File: config.mk
export PLATFORM = sky130hd
export DESIGN_NAME = f2c_sqrt
export DESIGN_NICKNAME = d
export VERILOG_FILES = /design/src/rtl/f2c_sqrt.sv
export SDC_FILE = /design/constraint.sdc
export NUM_CORES = 1
export LEC_CHECK = 0
export ABC_CLOCK_PERIOD_IN_PS = 23500
export BUFFER_PORTS_ARGS = -buffer_cell sky130_fd_sc_hd__buf_4
export CAP_MARGIN = 10
export CELL_PAD_IN_SITES_DETAIL_PLACEMENT = 0
export CELL_PAD_IN_SITES_GLOBAL_PLACEMENT = 1
export CORE_ASPECT_RATIO = 2
export CORE_MARGIN = 5
export CORE_UTILIZATION = 35
export CTS_CLUSTER_SIZE = 16
export DETAILED_ROUTE_END_ITERATION = 10
export GPL_TIMING_DRIVEN = 0
export PLACE_DENSITY = 0.67
export REMOVE_ABC_BUFFERS = 1
export SYNTH_ARGS = -nofsm -noshare
export SYNTH_HDL_FRONTEND = slang
export SYNTH_SLANG_ARGS = --single-unit
File: constraint.sdc
create_clock -name clk -period 23.5 [get_ports clk]
set_input_delay 3.525 -clock clk [delete_from_list [all_inputs] [get_ports clk]]
set_output_delay 3.525 -clock clk [all_outputs]
set_load 0.02 [all_outputs]
File: src/rtl/f2c_sqrt.sv
// ----------------------------------------------------------------------------
// f2c_sqrt
// Iterative integer square root of a 64-bit value, one root bit per cycle.
// ----------------------------------------------------------------------------
`default_nettype none

module f2c_sqrt (
	input  wire         clk,
	input  wire         arst_n,
	input  wire         start,
	input  wire [63:0]  radicand,
	output logic        done,
	output logic [31:0] root
);

	logic [63:0] op_q;
	logic [63:0] res_q;
	logic [63:0] one_q;
	logic [4:0]  cnt_q;
	logic        busy_q;
	logic        done_q;
	logic [63:0] trial;

	assign trial = res_q + one_q;

	// Digit-by-digit root: two radicand bits per step.
	always_ff @(posedge clk or negedge arst_n) begin
		if (!arst_n) begin
			busy_q <= 1'b0;
			done_q <= 1'b0;
			cnt_q  <= '0;
		end else begin
			done_q <= 1'b0;
			if (start) begin
				busy_q <= 1'b1;
				cnt_q  <= '0;
			end else if (busy_q) begin
				cnt_q <= cnt_q + 5'd1;
				if (cnt_q == 5'd31) begin
					busy_q <= 1'b0;
					done_q <= 1'b1;
				end
			end
		end
	end

	always_ff @(posedge clk) begin
		if (start) begin
			op_q  <= radicand;
			res_q <= '0;
			one_q <= 64'h4000_0000_0000_0000;
		end else if (busy_q) begin
			if (op_q >= trial) begin
				op_q  <= op_q - trial;
				res_q <= (res_q >> 1) + one_q;
			end else begin
				res_q <= res_q >> 1;
			end
			one_q <= one_q >> 2;
		end
	end

	assign done = done_q;
	assign root = res_q[31:0];

endmodule

`default_nettype wire

# After elaboration in Yosys (flattened, before gate mapping)
# Cells that the tools add are included.
[word_totals] register_bits=167 in_bits=67
[op_classes] reduce_logical=3 magnitude_cmp=1 n_eq_ne=1 n_mux=12 add_sub_neg=4
[op_table] cell="$mux W64" count=4
[op_table] cell="$add A63 B63 Y64" count=1
[op_table] cell="$add A64 B63 Y64" count=1
[op_table] cell="$ge A64 B64 Y1" count=1
[op_table] cell="$sub A64 B64 Y64" count=1
[op_table] cell="$mux W5" count=2
[op_table] cell="$mux W1" count=6
[op_table] cell="$add A5 B1 Y5 const B" count=1
[op_table] cell="$eq A5 B5 Y1 const B" count=1
[op_table] cell="$reduce_bool A2 Y1" count=2
[op_table] cell="$reduce_and A2 Y1" count=1

# Logic depth before layout (Yosys ltp)
[depth] word_depth=5 ltp_mapped=26

# Worst setup path before layout
# No wires, ideal clock.
[synth_timing] path_type="reg2reg" from="register res_q[2]" to="register op_q[0] (enable)" arrival_ps=9198 required_ps=22926 path_buffers=3 slack_ps=13727 setup_time_ps=574 path_stages_with_launch=23 path_cell_list="dfxtp_1 ha_1 a31oi_1 a211oi_1 a221o_1 a31o_2 a31o_1 a211o_1 and3_1 nor3_1 o21ai_1 xnor2_1 ha_1 clkbuf_1 nand4_1 nor3_1 nand3_1 a211oi_1 o31ai_1 and2_1 buf_6 buf_2 o21ai_0"
[synth_via] elab_chain_len=4
[synth_lines] element="start, declared" line="17" source="logic [63:0] res_q;"
[synth_lines] element="start signal, assigned" line="55" source="res_q <= (res_q >> 1) + one_q;"
[synth_lines] element="start signal, assigned" line="57" source="res_q <= res_q >> 1;"
[synth_lines] element="$add A64 B63 Y64" line="24" source="assign trial = res_q + one_q;"
[synth_lines] element="$ge A64 B64 Y1" line="53" source="if (op_q >= trial) begin"
[synth_lines] element="$reduce_bool A2 Y1 (no source line)"
[synth_lines] element="$reduce_and A2 Y1 (no source line)"
[synth_lines] element="end signal, assigned" line="49" source="op_q <= radicand;"
[synth_lines] element="end signal, assigned" line="54" source="op_q <= op_q - trial;"
[synth_lines] element="end, declared" line="16" source="logic [63:0] op_q;"
# Every way passes these cells.
# A chain may end at the register's enable or synchronous reset.

# Worst setup path after layout
[layout_timing] from="register res_q[2]" to="register op_q[42] (enable)"
# The elaborated chain is that of the path after synthesis.

==> impl_metrics.csv <==
group,metric,value,unit
status,status,"finished clean",
pwr,p_leak,0.00694,uW
clock_tree,cts_setup_buffers,0,
setup_path,path_class,"flop to flop",
global_routing,grt_max_degree,125,
min_path,hold_path.class,"flop to flop",
layout,fin_cells,2494,
clock_tree,post_cts_resized,0,
layout,layout-drive-gt1-share,10.2,%
sta,slew_violations,0,
synthesis,postSynthAreaPerCell,8.01,um^2
sta,fin_ws,16.08,ns
layout,multi_input_area,10600,um^2
route,dr.pass1.iters,5,
sta,period_needed,7.42,ns
sta,finalSetupTns,0,ns
sta,tightest_slew,0.875,ns
clock_tree,clockRootBuffer,"clkbuf_16",
synthesis,yosys.area_share.xor_xnor,8.83,%
global_routing,grt_usage,20.9,%
setup_path,critical-path-slowest-cell,"nor3_1",
sta,period_share,31.6,%
synthesis,synth_cell_types,97,
clock_tree,clkSinkCount,167,
floorplanning,ios,100,
synthesis,synth_top_family_by_area,"compound AO/OA/AOI/OAI gates",
route,drt.antenna.violating_nets,0,
synthesis,synth_edf_count,64,
floorplanning,core-area,44200,um^2
layout,final_util,38.4,%
global_routing,antenna_found_initial,1,
layout,area_growth_syn_to_layout,9.12,%
sta,timing.fmax,135,MHz
synthesis,yosysWarnings,0,
synthesis,synth_largest_area_cell,"dfxtp_1",
route,wl_per_cell,21.2,um
synthesis,muxShareOfSynthArea,2.79,%
clock_tree,numCtsBuffers,17,
sta,max-slew-margin-rel,41.6,%
synthesis,synth_area_leaders,"dfxtp_1 (12%), edfxtp_1 (12%), ha_1 (11%)",
placement,post-dp-hpwl,41.9,mm
setup_path,critPathBufInv,2,
placement,io_buffer_count,99,
setup_path,cp_top_family,"compound AO/OA/AOI/OAI gates",
global_routing,grt_pass1_vias,14800,
sta,rsz0062_at_grt,"no",
placement,gp_congestion,0.889,
placement,placedCellCount,2461,
global_routing,grt_overflow,0,
setup_path,arrival,7.58,ns
setup_path,cp-end-kind,"flop",
floorplanning,die_h,308,um
route,drc_errors,0,
setup_path,r2r_cells,21,
synthesis,synthFlopType,"dfxtp_1",
clock_tree,cts_tree,"done",
synthesis,yosys.area_share.adder,10.7,%
global_routing,grt_pass1_wl,81.9,mm
floorplanning,fp.dieArea,49000,um^2
setup_path,required,23.66,ns
layout,n_fill_cell,4684,
route,vias_per_cell,5.84,
layout,register_area,4020,um^2
sta,setup_viol,0,
placement,dp_worst_setup_slack,16.14,ns
sta,final-hold-violation-count,0,
clock_tree,htree_levels,4,
synthesis,synth_simple_gate_area_share,18.1,%
pwr,power.density,115,nW/um^2
setup_path,path_depth,21,
synthesis,synth_area,15600,um^2
synthesis,synth_cells,1944,
pwr,total_power,1960,uW
floorplanning,dieWidth,159,um
setup_path,cp-start-kind,"flop",
route,vias,14600,
route,drt_iter0_drc,688,
pwr,max-vdd-ir-drop,0.0530,mV
synthesis,ys_seq_area_share,25.8,%
sta,skew,0.0150,ns
clock_tree,insertion_delay,0.47,ns
setup_path,worstPathCellList,"ha_1, a31oi_1, a211oi_1, a221o_1, a31o_2, a31o_1, a211o_1, and3_1, nor3_1, o21ai_1, xnor2_1, ha_1, nand4_1, nor3_1, nand3_1, a211oi_1, o31ai_1, and2_2, buf_12, o21ai_4, buf_12",
synthesis,async_flop_share,4.19,%
clock_tree,cts_hold_buf,0,
synthesis,yosys_register_bits,167,
clock_tree,cts_buffer_depth,2,
synthesis,synth_compound_area_share,27.5,%
clock_tree,clk_pin_slew,0.08,ns
floorplanning,start_util,35.2,%
floorplanning,rows,109,
setup_path,crit_path_max_incr_delay,0.54,ns
synthesis,synth_top_area_share,12.3,%
min_path,min_path_cells,2,
route,drt_wl_total,52.9,mm
layout,nets,2125,
setup_path,crit_fanout,30,
run,cap_violations,0,
## registers in the layout (all words and copies together), names as in the netlist
register  flops
op_q         64
res_q        64
one_q        32
cnt_q         5
busy_q        1
done          1
## routing by layer
| layer | track usage [%] | share of wire, % |
|---|---|---|
| met2 | 43.6 | 58 |
| met1 | 19.2 | 34 |
| met3 | 3.04 | 3.2 |
| met4 | 9.65 | 4.4 |
| met5 | 0 | 0 |
## stage by stage
step / hold WS [ns] / area, um^2
after floorplan: 0.482 / 14800
after global placement: 0.505 / 16200
after detailed placement: 0.503 / 16400
after CTS: 0.515 / 17000
after global routing: 0.535 / 17000
final: 0.509 / 17000
## final timing paths
check | startpoint | endpoint | slack, ns
max | res_q[2]$_SDFFE_PP0P_ | op_q[42]$_DFFE_PP_ | 16.08
min | res_q[0]$_SDFFE_PP0P_ | res_q[0]$_SDFFE_PP0P_ | 0.51
max reg2reg | res_q[2]$_SDFFE_PP0P_ | op_q[42]$_DFFE_PP_ | 16.08
min reg2reg | res_q[0]$_SDFFE_PP0P_ | res_q[0]$_SDFFE_PP0P_ | 0.51
max in group asynchronous | arst_n | busy_q$_DFF_PN0_ | 20.52
min in group asynchronous | arst_n | cnt_q[3]$_DFFE_PN0P_ | 2.85
## cell usage in the layout, fill, tap and decap left out, drive strengths merged, types with 6 or more instances in the layout
cell type / n
or3: 9
xor2: 83
a31o: 21
xnor2: 74
nand3: 34
buf: 106
a21o: 57
nor2b: 12
mux2i: 40
ha: 132
o221ai: 6
nand4: 42
and3: 17
a221oi: 14
edfxtp: 64
o31ai: 15
nor4: 11
dfxtp: 96
inv: 55
nand2: 235
o21ai: 159
a31oi: 60
clkbuf: 19
a311oi: 21
o211ai: 14
nor3: 25
a211oi: 39
dfrtp: 7
a21oi: 121
nor2: 189
and4: 7
o21a: 17
o21bai: 39
and2: 14
## kinds of logic after synthesis
logic type,after synthesis
AOI/OAI and AO/OA,637
xor gates and xnor gates,157
adders and majority gates,133
buffers and inverters,190
DFF,167
muxes,43
and+or+nand+nor,617
## synthesized netlist by cell type, types with 10 or more instances
master,n
nand4_1,40
mux2i_1,40
o211ai_1,13
o31ai_1,12
nor2_1,188
nor3_1,25
buf_4,33
inv_1,46
edfxtp_1,64
dfxtp_1,96
xor2_1,83
o21a_1,17
a311oi_1,20
nor2b_1,12
and2_1,14
a31oi_1,60
a21oi_1,120
xnor2_1,74
a211oi_1,37
ha_1,132
a221oi_1,12
nand2_1,235
o21ai_0,150
clkbuf_1,85
a21o_1,56
nand3_1,34
o21bai_1,39
a31o_2,19
and3_1,17
nor4_1,10
## report_power, final
part / total, uW / switching [uW] / internal [uW]
sequential: 483 / 70.6 / 413
combinational: 1180 / 728 / 454
clock: 294 / 147 / 147
## cell type report
cell class              count  area share [%]
repair buffers            106            5.38
flip-flops and latches    167            23.7
well taps                 555            4.09
clock inverters            13           0.759
clock buffers              19            2.67
diodes                      1          0.0147
inverters                  46            1.02
multi-input cells        1587            62.4
## worst min-delay path: cells and delay by family, from the launching register on
kind	cells	cell delay, ns
flip-flops	1	0.33
AND/OR/NAND/NOR	1	0.08
AO/OA/AOI/OAI	1	0.05
No activity file was read; power rests on OpenSTA's default activity.
