[config.mk]
export PLATFORM = sky130hd
export DESIGN_NAME = f2c_muldiv
export DESIGN_NICKNAME = d
export VERILOG_FILES = /design/src/rtl/f2c_pkg.sv /design/src/rtl/f2c_muldiv.sv
export SDC_FILE = /design/constraint.sdc
export NUM_CORES = 2
export LEC_CHECK = 0
export BUFFER_PORTS_ARGS = -buffer_cell sky130_fd_sc_hd__buf_2
export CAP_MARGIN = 25
export CORE_ASPECT_RATIO = 0.8
export CORE_UTILIZATION = 60
export CTS_BUF_LIST = sky130_fd_sc_hd__clkbuf_4 sky130_fd_sc_hd__clkbuf_8
export DETAILED_ROUTE_END_ITERATION = 6
export GPL_TIMING_DRIVEN = 0
export PLACE_DENSITY = 0.74
export SYNTH_ARGS = -nofsm -noshare
export SYNTH_HDL_FRONTEND = slang
export SYNTH_SLANG_ARGS = --single-unit
[constraint.sdc]
create_clock -name clk -period 20.2 [get_ports clk]
set_input_delay 2.02 -clock clk [delete_from_list [all_inputs] [get_ports clk]]
set_output_delay 2.02 -clock clk [all_outputs]
set_load 0.05 [all_outputs]
[src/rtl/f2c_pkg.sv]
// ----------------------------------------------------------------------------
// f2c_pkg
// Types, widths and helpers shared by the polyline Frenet-to-XY unit.
// ----------------------------------------------------------------------------
`default_nettype none

package f2c_pkg;

	// Request actions.
	localparam logic ACT_LOAD  = 1'b0;
	localparam logic ACT_QUERY = 1'b1;

	// Widths that follow from the fixed field formats.
	localparam int CNT_W   = 11;  // point count and segment counter
	localparam int COORD_W = 32;  // one coordinate
	localparam int DIFF_W  = 33;  // difference of two coordinates
	localparam int MAG_W   = 32;  // magnitude of a difference
	localparam int LEN_W   = 33;  // segment length
	localparam int ACC_W   = 45;  // signed running length, 1023 segments
	localparam int QUOT_W  = 63;  // signed quotient, magnitude capped at 2^61
	localparam int SUM_W   = 64;  // signed coordinate sum before saturation

	typedef struct packed {
		logic        action;
		logic [9:0]  point_index;
		logic [31:0] point_x;
		logic [31:0] point_y;
		logic [31:0] station_s;
		logic [31:0] lateral_d;
	} req_t;

	typedef struct packed {
		logic [31:0] out_x;
		logic [31:0] out_y;
		logic        out_of_range;
	} rsp_t;

	// Saturate a signed sum to the signed 32-bit range.
	function automatic logic [COORD_W-1:0] sat32(input logic signed [SUM_W-1:0] v);
		logic signed [SUM_W-1:0] hi;
		logic signed [SUM_W-1:0] lo;
		hi = SUM_W'(64'sd2147483647);
		lo = -SUM_W'(64'sd2147483648);
		if (v > hi) begin
			return 32'h7FFF_FFFF;
		end else if (v < lo) begin
			return 32'h8000_0000;
		end
		return v[COORD_W-1:0];
	endfunction

endpackage

`default_nettype wire

[src/rtl/f2c_muldiv.sv]
// ----------------------------------------------------------------------------
// f2c_muldiv
// Signed a*b/c truncated toward zero, magnitude capped at 2^61.
// A multiply step, then a restoring divide at one quotient bit per cycle.
// ----------------------------------------------------------------------------
`default_nettype none

module f2c_muldiv (
	input  wire                                  clk,
	input  wire                                  arst_n,
	input  wire                                  start,
	input  wire signed [f2c_pkg::DIFF_W-1:0]     a,
	input  wire signed [f2c_pkg::DIFF_W-1:0]     b,
	input  wire [f2c_pkg::LEN_W-1:0]             c,
	output logic                                 done,
	output logic signed [f2c_pkg::QUOT_W-1:0]    quot
);

	import f2c_pkg::*;

	localparam int PW = 2 * DIFF_W;   // product width
	localparam int RW = LEN_W + 1;    // partial remainder width
	localparam logic [PW-1:0] CAP = PW'(1) << 61;

	logic [DIFF_W-1:0] ma_q;
	logic [DIFF_W-1:0] mb_q;
	logic [LEN_W-1:0]  c_q;
	logic              neg_q;
	logic [PW-1:0]     prod_q;
	logic [LEN_W-1:0]  rem_q;
	logic [PW-1:0]     q_q;
	logic [6:0]        cnt_q;
	logic              mul_q;
	logic              div_q;
	logic              done_q;
	logic [RW-1:0]     r_sh;
	logic              q_bit;
	logic [61:0]       q_cap;

	// Shift in the next product bit and trial-subtract the divisor.
	assign r_sh  = {rem_q, prod_q[PW-1]};
	assign q_bit = (r_sh >= RW'(c_q));

	// Control sequence: multiply once, then PW divide steps.
	always_ff @(posedge clk or negedge arst_n) begin
		if (!arst_n) begin
			mul_q  <= 1'b0;
			div_q  <= 1'b0;
			done_q <= 1'b0;
			cnt_q  <= '0;
		end else begin
			done_q <= 1'b0;
			if (start) begin
				mul_q <= 1'b1;
			end else if (mul_q) begin
				mul_q <= 1'b0;
				div_q <= 1'b1;
				cnt_q <= '0;
			end else if (div_q) begin
				cnt_q <= cnt_q + 7'd1;
				if (cnt_q == 7'(PW - 1)) begin
					div_q  <= 1'b0;
					done_q <= 1'b1;
				end
			end
		end
	end

	// Datapath.
	always_ff @(posedge clk) begin
		if (start) begin
			ma_q  <= a[DIFF_W-1] ? DIFF_W'(-a) : DIFF_W'(a);
			mb_q  <= b[DIFF_W-1] ? DIFF_W'(-b) : DIFF_W'(b);
			c_q   <= c;
			neg_q <= a[DIFF_W-1] ^ b[DIFF_W-1];
		end else if (mul_q) begin
			prod_q <= ma_q * mb_q;
			rem_q  <= '0;
			q_q    <= '0;
		end else if (div_q) begin
			rem_q  <= q_bit ? LEN_W'(r_sh - RW'(c_q)) : r_sh[LEN_W-1:0];
			q_q    <= {q_q[PW-2:0], q_bit};
			prod_q <= prod_q << 1;
		end
	end

	// Cap the magnitude and apply the sign.
	assign q_cap = (q_q >= CAP) ? 62'(CAP) : q_q[61:0];
	assign quot  = neg_q ? -$signed({1'b0, q_cap}) : $signed({1'b0, q_cap});
	assign done  = done_q;

endmodule

`default_nettype wire

# After elaboration in Yosys (flattened, before gate mapping)
# Cells that the tools add are included.
[classes] n_addsub=5 mul=1 order_cmp=2 eq_ne=1 muxes=19 bitwise=2 reduce_logical=2
[op_table] op="66-bit two-way mux" n=3
[op_table] op="66-bit by 62-bit greater-or-equal comparator with 1-bit output (second input constant)" n=1
[op_table] op="33-bit by 33-bit multiplier with 66-bit output" n=1
[op_table] op="33-bit two-way mux" n=2
[op_table] op="33-bit negator" n=2
[op_table] op="32-bit two-way mux" n=2
[op_table] op="63-bit two-way mux" n=1
[op_table] op="62-bit negator with 63-bit output" n=1
[op_table] op="62-bit two-way mux" n=1
[op_table] op="34-bit by 33-bit greater-or-equal comparator with 1-bit output" n=1
[op_table] op="33-bit subtractor" n=1
[op_table] op="7-bit two-way mux" n=2
[op_table] op="1-bit two-way mux" n=8
[op_table] op="7-bit by 1-bit adder with 7-bit output (second input constant)" n=1
[op_table] op="7-bit equality test (second input constant)" n=1
[op_table] op="2-bit AND reduction" n=1
[op_table] op="2-bit nonzero test" n=1
[op_table] op="1-bit inverter" n=1
[op_table] op="1-bit bitwise XOR" n=1
[word_totals] regBits=275 inputBits=102 out_inout_bits=64 elab_cells=45

# Logic depth before layout (Yosys ltp)
[logic_depth] ltp_word=5 ltp_mapped=29 depth_no_buf=27

# Worst setup path before layout
# OpenSTA, ideal clock, no wires.
[synth_timing] kind="input to register" start="input port start" end="register cnt_q[5]" t_arrival_ps=11318 t_required_ps=20069 setup_slack_ps=8751 path_stages=5 n_path_buf=0 cell_sequence="a21oi_1 -> and4_1 -> nand3_1 -> xor2_1 -> nor2_1"
[synth_via] elab_chain_len=2
[synth_rtl] item="from (decl)" line_no="f2c_muldiv.sv:11" text="input wire start,"
[synth_rtl] item="1-bit inverter (no source line)"
[synth_rtl] item="2-bit AND reduction (no source line)"
[synth_rtl] item="to (signal assigned)" line_no="f2c_muldiv.sv:60" text="cnt_q <= cnt_q + 7'd1;"
[synth_rtl] item="to (decl)" line_no="f2c_muldiv.sv:32" text="logic [6:0] cnt_q;"
# No other way between the ends.
# A chain may end at the register's enable or synchronous reset.

# Final worst setup path
[layout_timing] start="register mb_q[19]" end="register prod_q[65], data pin"
[layout_via] elab_chain_len=2
[layout_rtl] item="from (decl)" line_no="f2c_muldiv.sv:26" text="logic [DIFF_W-1:0] mb_q;"
[layout_rtl] item="from (signal assigned)" line_no="f2c_muldiv.sv:73" text="mb_q <= b[DIFF_W-1] ? DIFF_W'(-b) : DIFF_W'(b);"
[layout_rtl] item="33-bit by 33-bit multiplier with 66-bit output" line_no="f2c_muldiv.sv:77" text="prod_q <= ma_q * mb_q;"
[layout_rtl] item="66-bit two-way mux" line_no="f2c_muldiv.sv:76" text="end else if (mul_q) begin"
[layout_rtl] item="to (signal assigned)" line_no="f2c_muldiv.sv:77"
[layout_rtl] item="to (signal assigned)" line_no="f2c_muldiv.sv:83" text="prod_q <= prod_q << 1;"
[layout_rtl] item="to (decl)" line_no="f2c_muldiv.sv:29" text="logic [PW-1:0] prod_q;"
# No other way between the ends.

==> flow_summary.json <==
{
  "r2r_start": "mb_q[19]",
  "max_slew_margin_pct": 20.2,
  "synth_fa_ha_area_share_pct": 45.4,
  "post_cts_resized": 0,
  "antenna_found_initial": 12,
  "cts.sinks": 275,
  "path_common_cell": "fa_1",
  "netlist-cell-type-count": 73,
  "hold_violations": 0,
  "holdPathStages": 1,
  "critical_path.max_fanout": 10,
  "hold_slack_ns": 0.488,
  "yosys.area_share.simple_pct": 17.2,
  "via_per_inst": 5.96,
  "die_w_microns": 327,
  "ys_warn_count": 0,
  "cp.buffers_inverters": 7,
  "start_kind": "register",
  "cts_buffers": 49,
  "fin_nets": 7029,
  "netlist_instances": 5428,
  "routabilityCongestion": 1.08,
  "tns_ns": 0,
  "gr-usage-all-layers_pct": 42.9,
  "ios": 166,
  "critPathMaxStageDelay_ns": 1.00,
  "wl_per_cell_microns": 26.4,
  "rows": 94,
  "outcome": "complete, no violations",
  "fmax_mhz": 92.2,
  "timing.rr.end": "prod_q[65]",
  "synthFlopType": "edfxtp_1",
  "start_util_pct": 61.1,
  "synthArstFlopShare_pct": 3.64,
  "synthDominantCellAreaShare_pct": 37.9,
  "ys_seq_area_share_pct": 16.2,
  "grt_setup_unrepaired": "no",
  "clk_path_buf_depth": 3,
  "hp-start": "div_q",
  "slowest_stage": "edfxtp_1",
  "crit_family": "adder cells",
  "worst_pin_slew_ns": 1.20,
  "synth_top_cell_by_area": "fa_1",
  "gr-total-overflow": 0,
  "antenna_left": 0,
  "grt_start_max_net_pins": 62,
  "syn_area_sq_um": 50700,
  "final_core_util_pct": 65.5,
  "cts_hold_repair.buffers": 0,
  "die-area_sq_um": 85600,
  "fin_cells": 6818,
  "critPathKind": "reg -> reg",
  "post_cts_buffers": 0,
  "syn_nets": 6792,
  "crit_arrival_ns": 11.25,
  "cts-root-buf": "clkbuf_8",
  "fin_skew_ns": 0.107,
  "first_pass_iters": 6,
  "fillers": 6947,
  "period_share_pct": 53.7,
  "wirelength_microns": 180000,
  "htree_levels": 2,
  "coreArea_sq_um": 82900,
  "syn2layout_area_growth_pct": 7.18,
  "drc": 0,
  "cts_tree": "yes",
  "end_kind": "register",
  "grt_pass1_vias": 40600,
  "ff2ff_path_depth": 26,
  "dp.cells": 6716,
  "ys_seq_elements": 275,
  "synthXorXnorAreaFrac_pct": 3.13,
  "ff2ff_setup_slack_ns": 9.35,
  "ys_top_cells_by_area": "fa_1 38%, edfxtp_1 16%, inv_1 8.3%",
  "path_clk_slew_ns": 0.06,
  "layout-drive-gt1-share_pct": 5.89,
  "max_cap_violations": 0,
  "io_buffers": 164,
  "synth_edf_count": 265,
  "synthMuxAreaShare_pct": 1.03,
  "post-dp-hpwl_microns": 150000,
  "die_h_microns": 262,
  "synth-compound-area-share_pct": 6.69,
  "clk_latency_ns": 0.78,
  "synth_top_family_by_area": "adder cells",
  "finalCriticalPeriod_ns": 10.85,
  "maxSlewViolCount": 0,
  "dr_total_vias": 40600,
  "worstHoldEndpoint": "div_q",
  "crit_required_ns": 20.60,
  "syn_avg_cell_area_sq_um": 9.33,
  "setup_viol": 0,
  "first_iter_violations": 4419,
  "worst_hold_path_type": "reg -> reg",
  "grt_pass1_wl_microns": 264000
}
-- worst max path at each step --
stage / endpoint / depth (start not counted) / start / slack [ns]
after floorplan: cnt_q[5] / 5 / start / 8.75
after global placement: cnt_q[5] / 6 / start / 3.22
after detailed placement: prod_q[65] / 26 / mb_q[19] / 9.80
after CTS: prod_q[65] / 26 / mb_q[19] / 9.76
after global routing: prod_q[65] / 23 / mb_q[9] / 9.28
final: prod_q[65] / 26 / mb_q[19] / 9.35
-- state kept, by name (all words and copies together), names as in the netlist --
register	cells
done	1
cnt_q	7
mul_q	1
q_q	66
c_q	33
mb_q	33
div_q	1
prod_q	66
ma_q	33
rem_q	33
neg_q	1
-- area by class of cell --
type	count	area (sq um)	share of cell area [%]
Clock inverter	31	249	0.459
Antenna cell	11	27.5	0.0507
Timing Repair Buffer	186	1220	2.25
Clock buffer	58	742	1.37
Tap cell	1104	1380	2.54
Sequential cell	275	8210	15.1
Inverter	1118	4200	7.73
Buffer	274	1030	1.90
Multi-Input combinational cell	3761	37200	68.6
-- placed cells by master (no fill, tap or decap), drive strengths merged, types with 5 or more instances in the layout --
cell,instances
inv,1121
fa,959
nand2,754
and2,558
clkbuf,329
ha,303
edfxtp,265
buf,189
a21oi,167
nor2,133
xnor2,117
o21ai,108
nor2b,80
a21o,67
xor2,64
mux2,43
nand3,38
nor3,33
or4,26
o31ai,24
nand4,23
or3,22
clkinv,22
a31oi,21
nor4,21
o21a,18
and3,16
o21bai,16
o211ai,14
a211oi,13
o41ai,13
a311oi,12
diode,11
nand2b,11
dfrtp,10
or2,9
a41oi,7
a2111o,5
o31a,5
-- cells by family (layout without fill, tap and decap cells) --
logic type      count (synthesis)  in the layout
compound gates                529            529
xor+xnor                      181            181
fa+ha+maj                    1262           1262
buf+inv                      1392           1667
flops                         275            275
mux                            47             47
other cells                     0             11
simple gates                 1742           1742
-- metrics by stage --
step	instance area, sq um	setup slack [ns]
2_1_floorplan	50700	8.75
3_3_place_gp	52900	3.22
3_5_place_dp	53200	9.80
4_1_cts	54200	9.76
5_1_grt	54300	9.28
6_report	54300	9.35
-- cell usage after synthesis, types with 13 or more instances --
master / number
inv_1: 1118
fa_1: 959
nand2_1: 754
and2_1: 557
ha_1: 303
clkbuf_1: 271
edfxtp_1: 265
a21oi_1: 167
nor2_1: 133
xnor2_1: 117
o21ai_0: 108
nor2b_1: 80
a21o_1: 67
xor2_1: 64
mux2_2: 43
nand3_1: 36
nor3_1: 33
o31ai_1: 24
nand4_1: 23
or4_1: 23
a31oi_1: 21
or3_1: 21
nor4_1: 18
o21a_1: 18
and3_1: 16
o21bai_1: 16
o211ai_1: 14
a211oi_1: 13
-- worst reg2reg max path: stages (launching register included) --
cell and delay (ns):
edfxtp_1 1.00, clkbuf_1 0.89, and2_1 0.28, fa_1 0.17, inv_1 0.06, fa_1 0.53, inv_1 0.05, fa_1 0.52
inv_1 0.06, fa_1 0.53, inv_1 0.05, fa_1 0.51, fa_1 0.44, fa_1 0.50, inv_1 0.06, fa_1 0.60
inv_1 0.09, ha_1 0.42, a21oi_1 0.16, a21boi_0 0.38, and4b_1 0.32, o21ai_0 0.20, a21oi_1 0.56, o21ai_0 0.58
o41a_1 0.75, o211ai_1 0.27, or3b_2 0.58
-- layer usage --
layer,wire length (microns),GRT usage [%],up-vias,share of wire (%)
met1,71900,59.6,20500,40
met5,46,0,-,0.026
met3,26000,15.4,413,14
met4,8390,16.5,6,4.7
met2,73800,61.8,2561,41
li1,-,-,17100,-
Power is not shown: default switching activity piles up to over one toggle a cycle in this logic, so the estimate is an artifact.
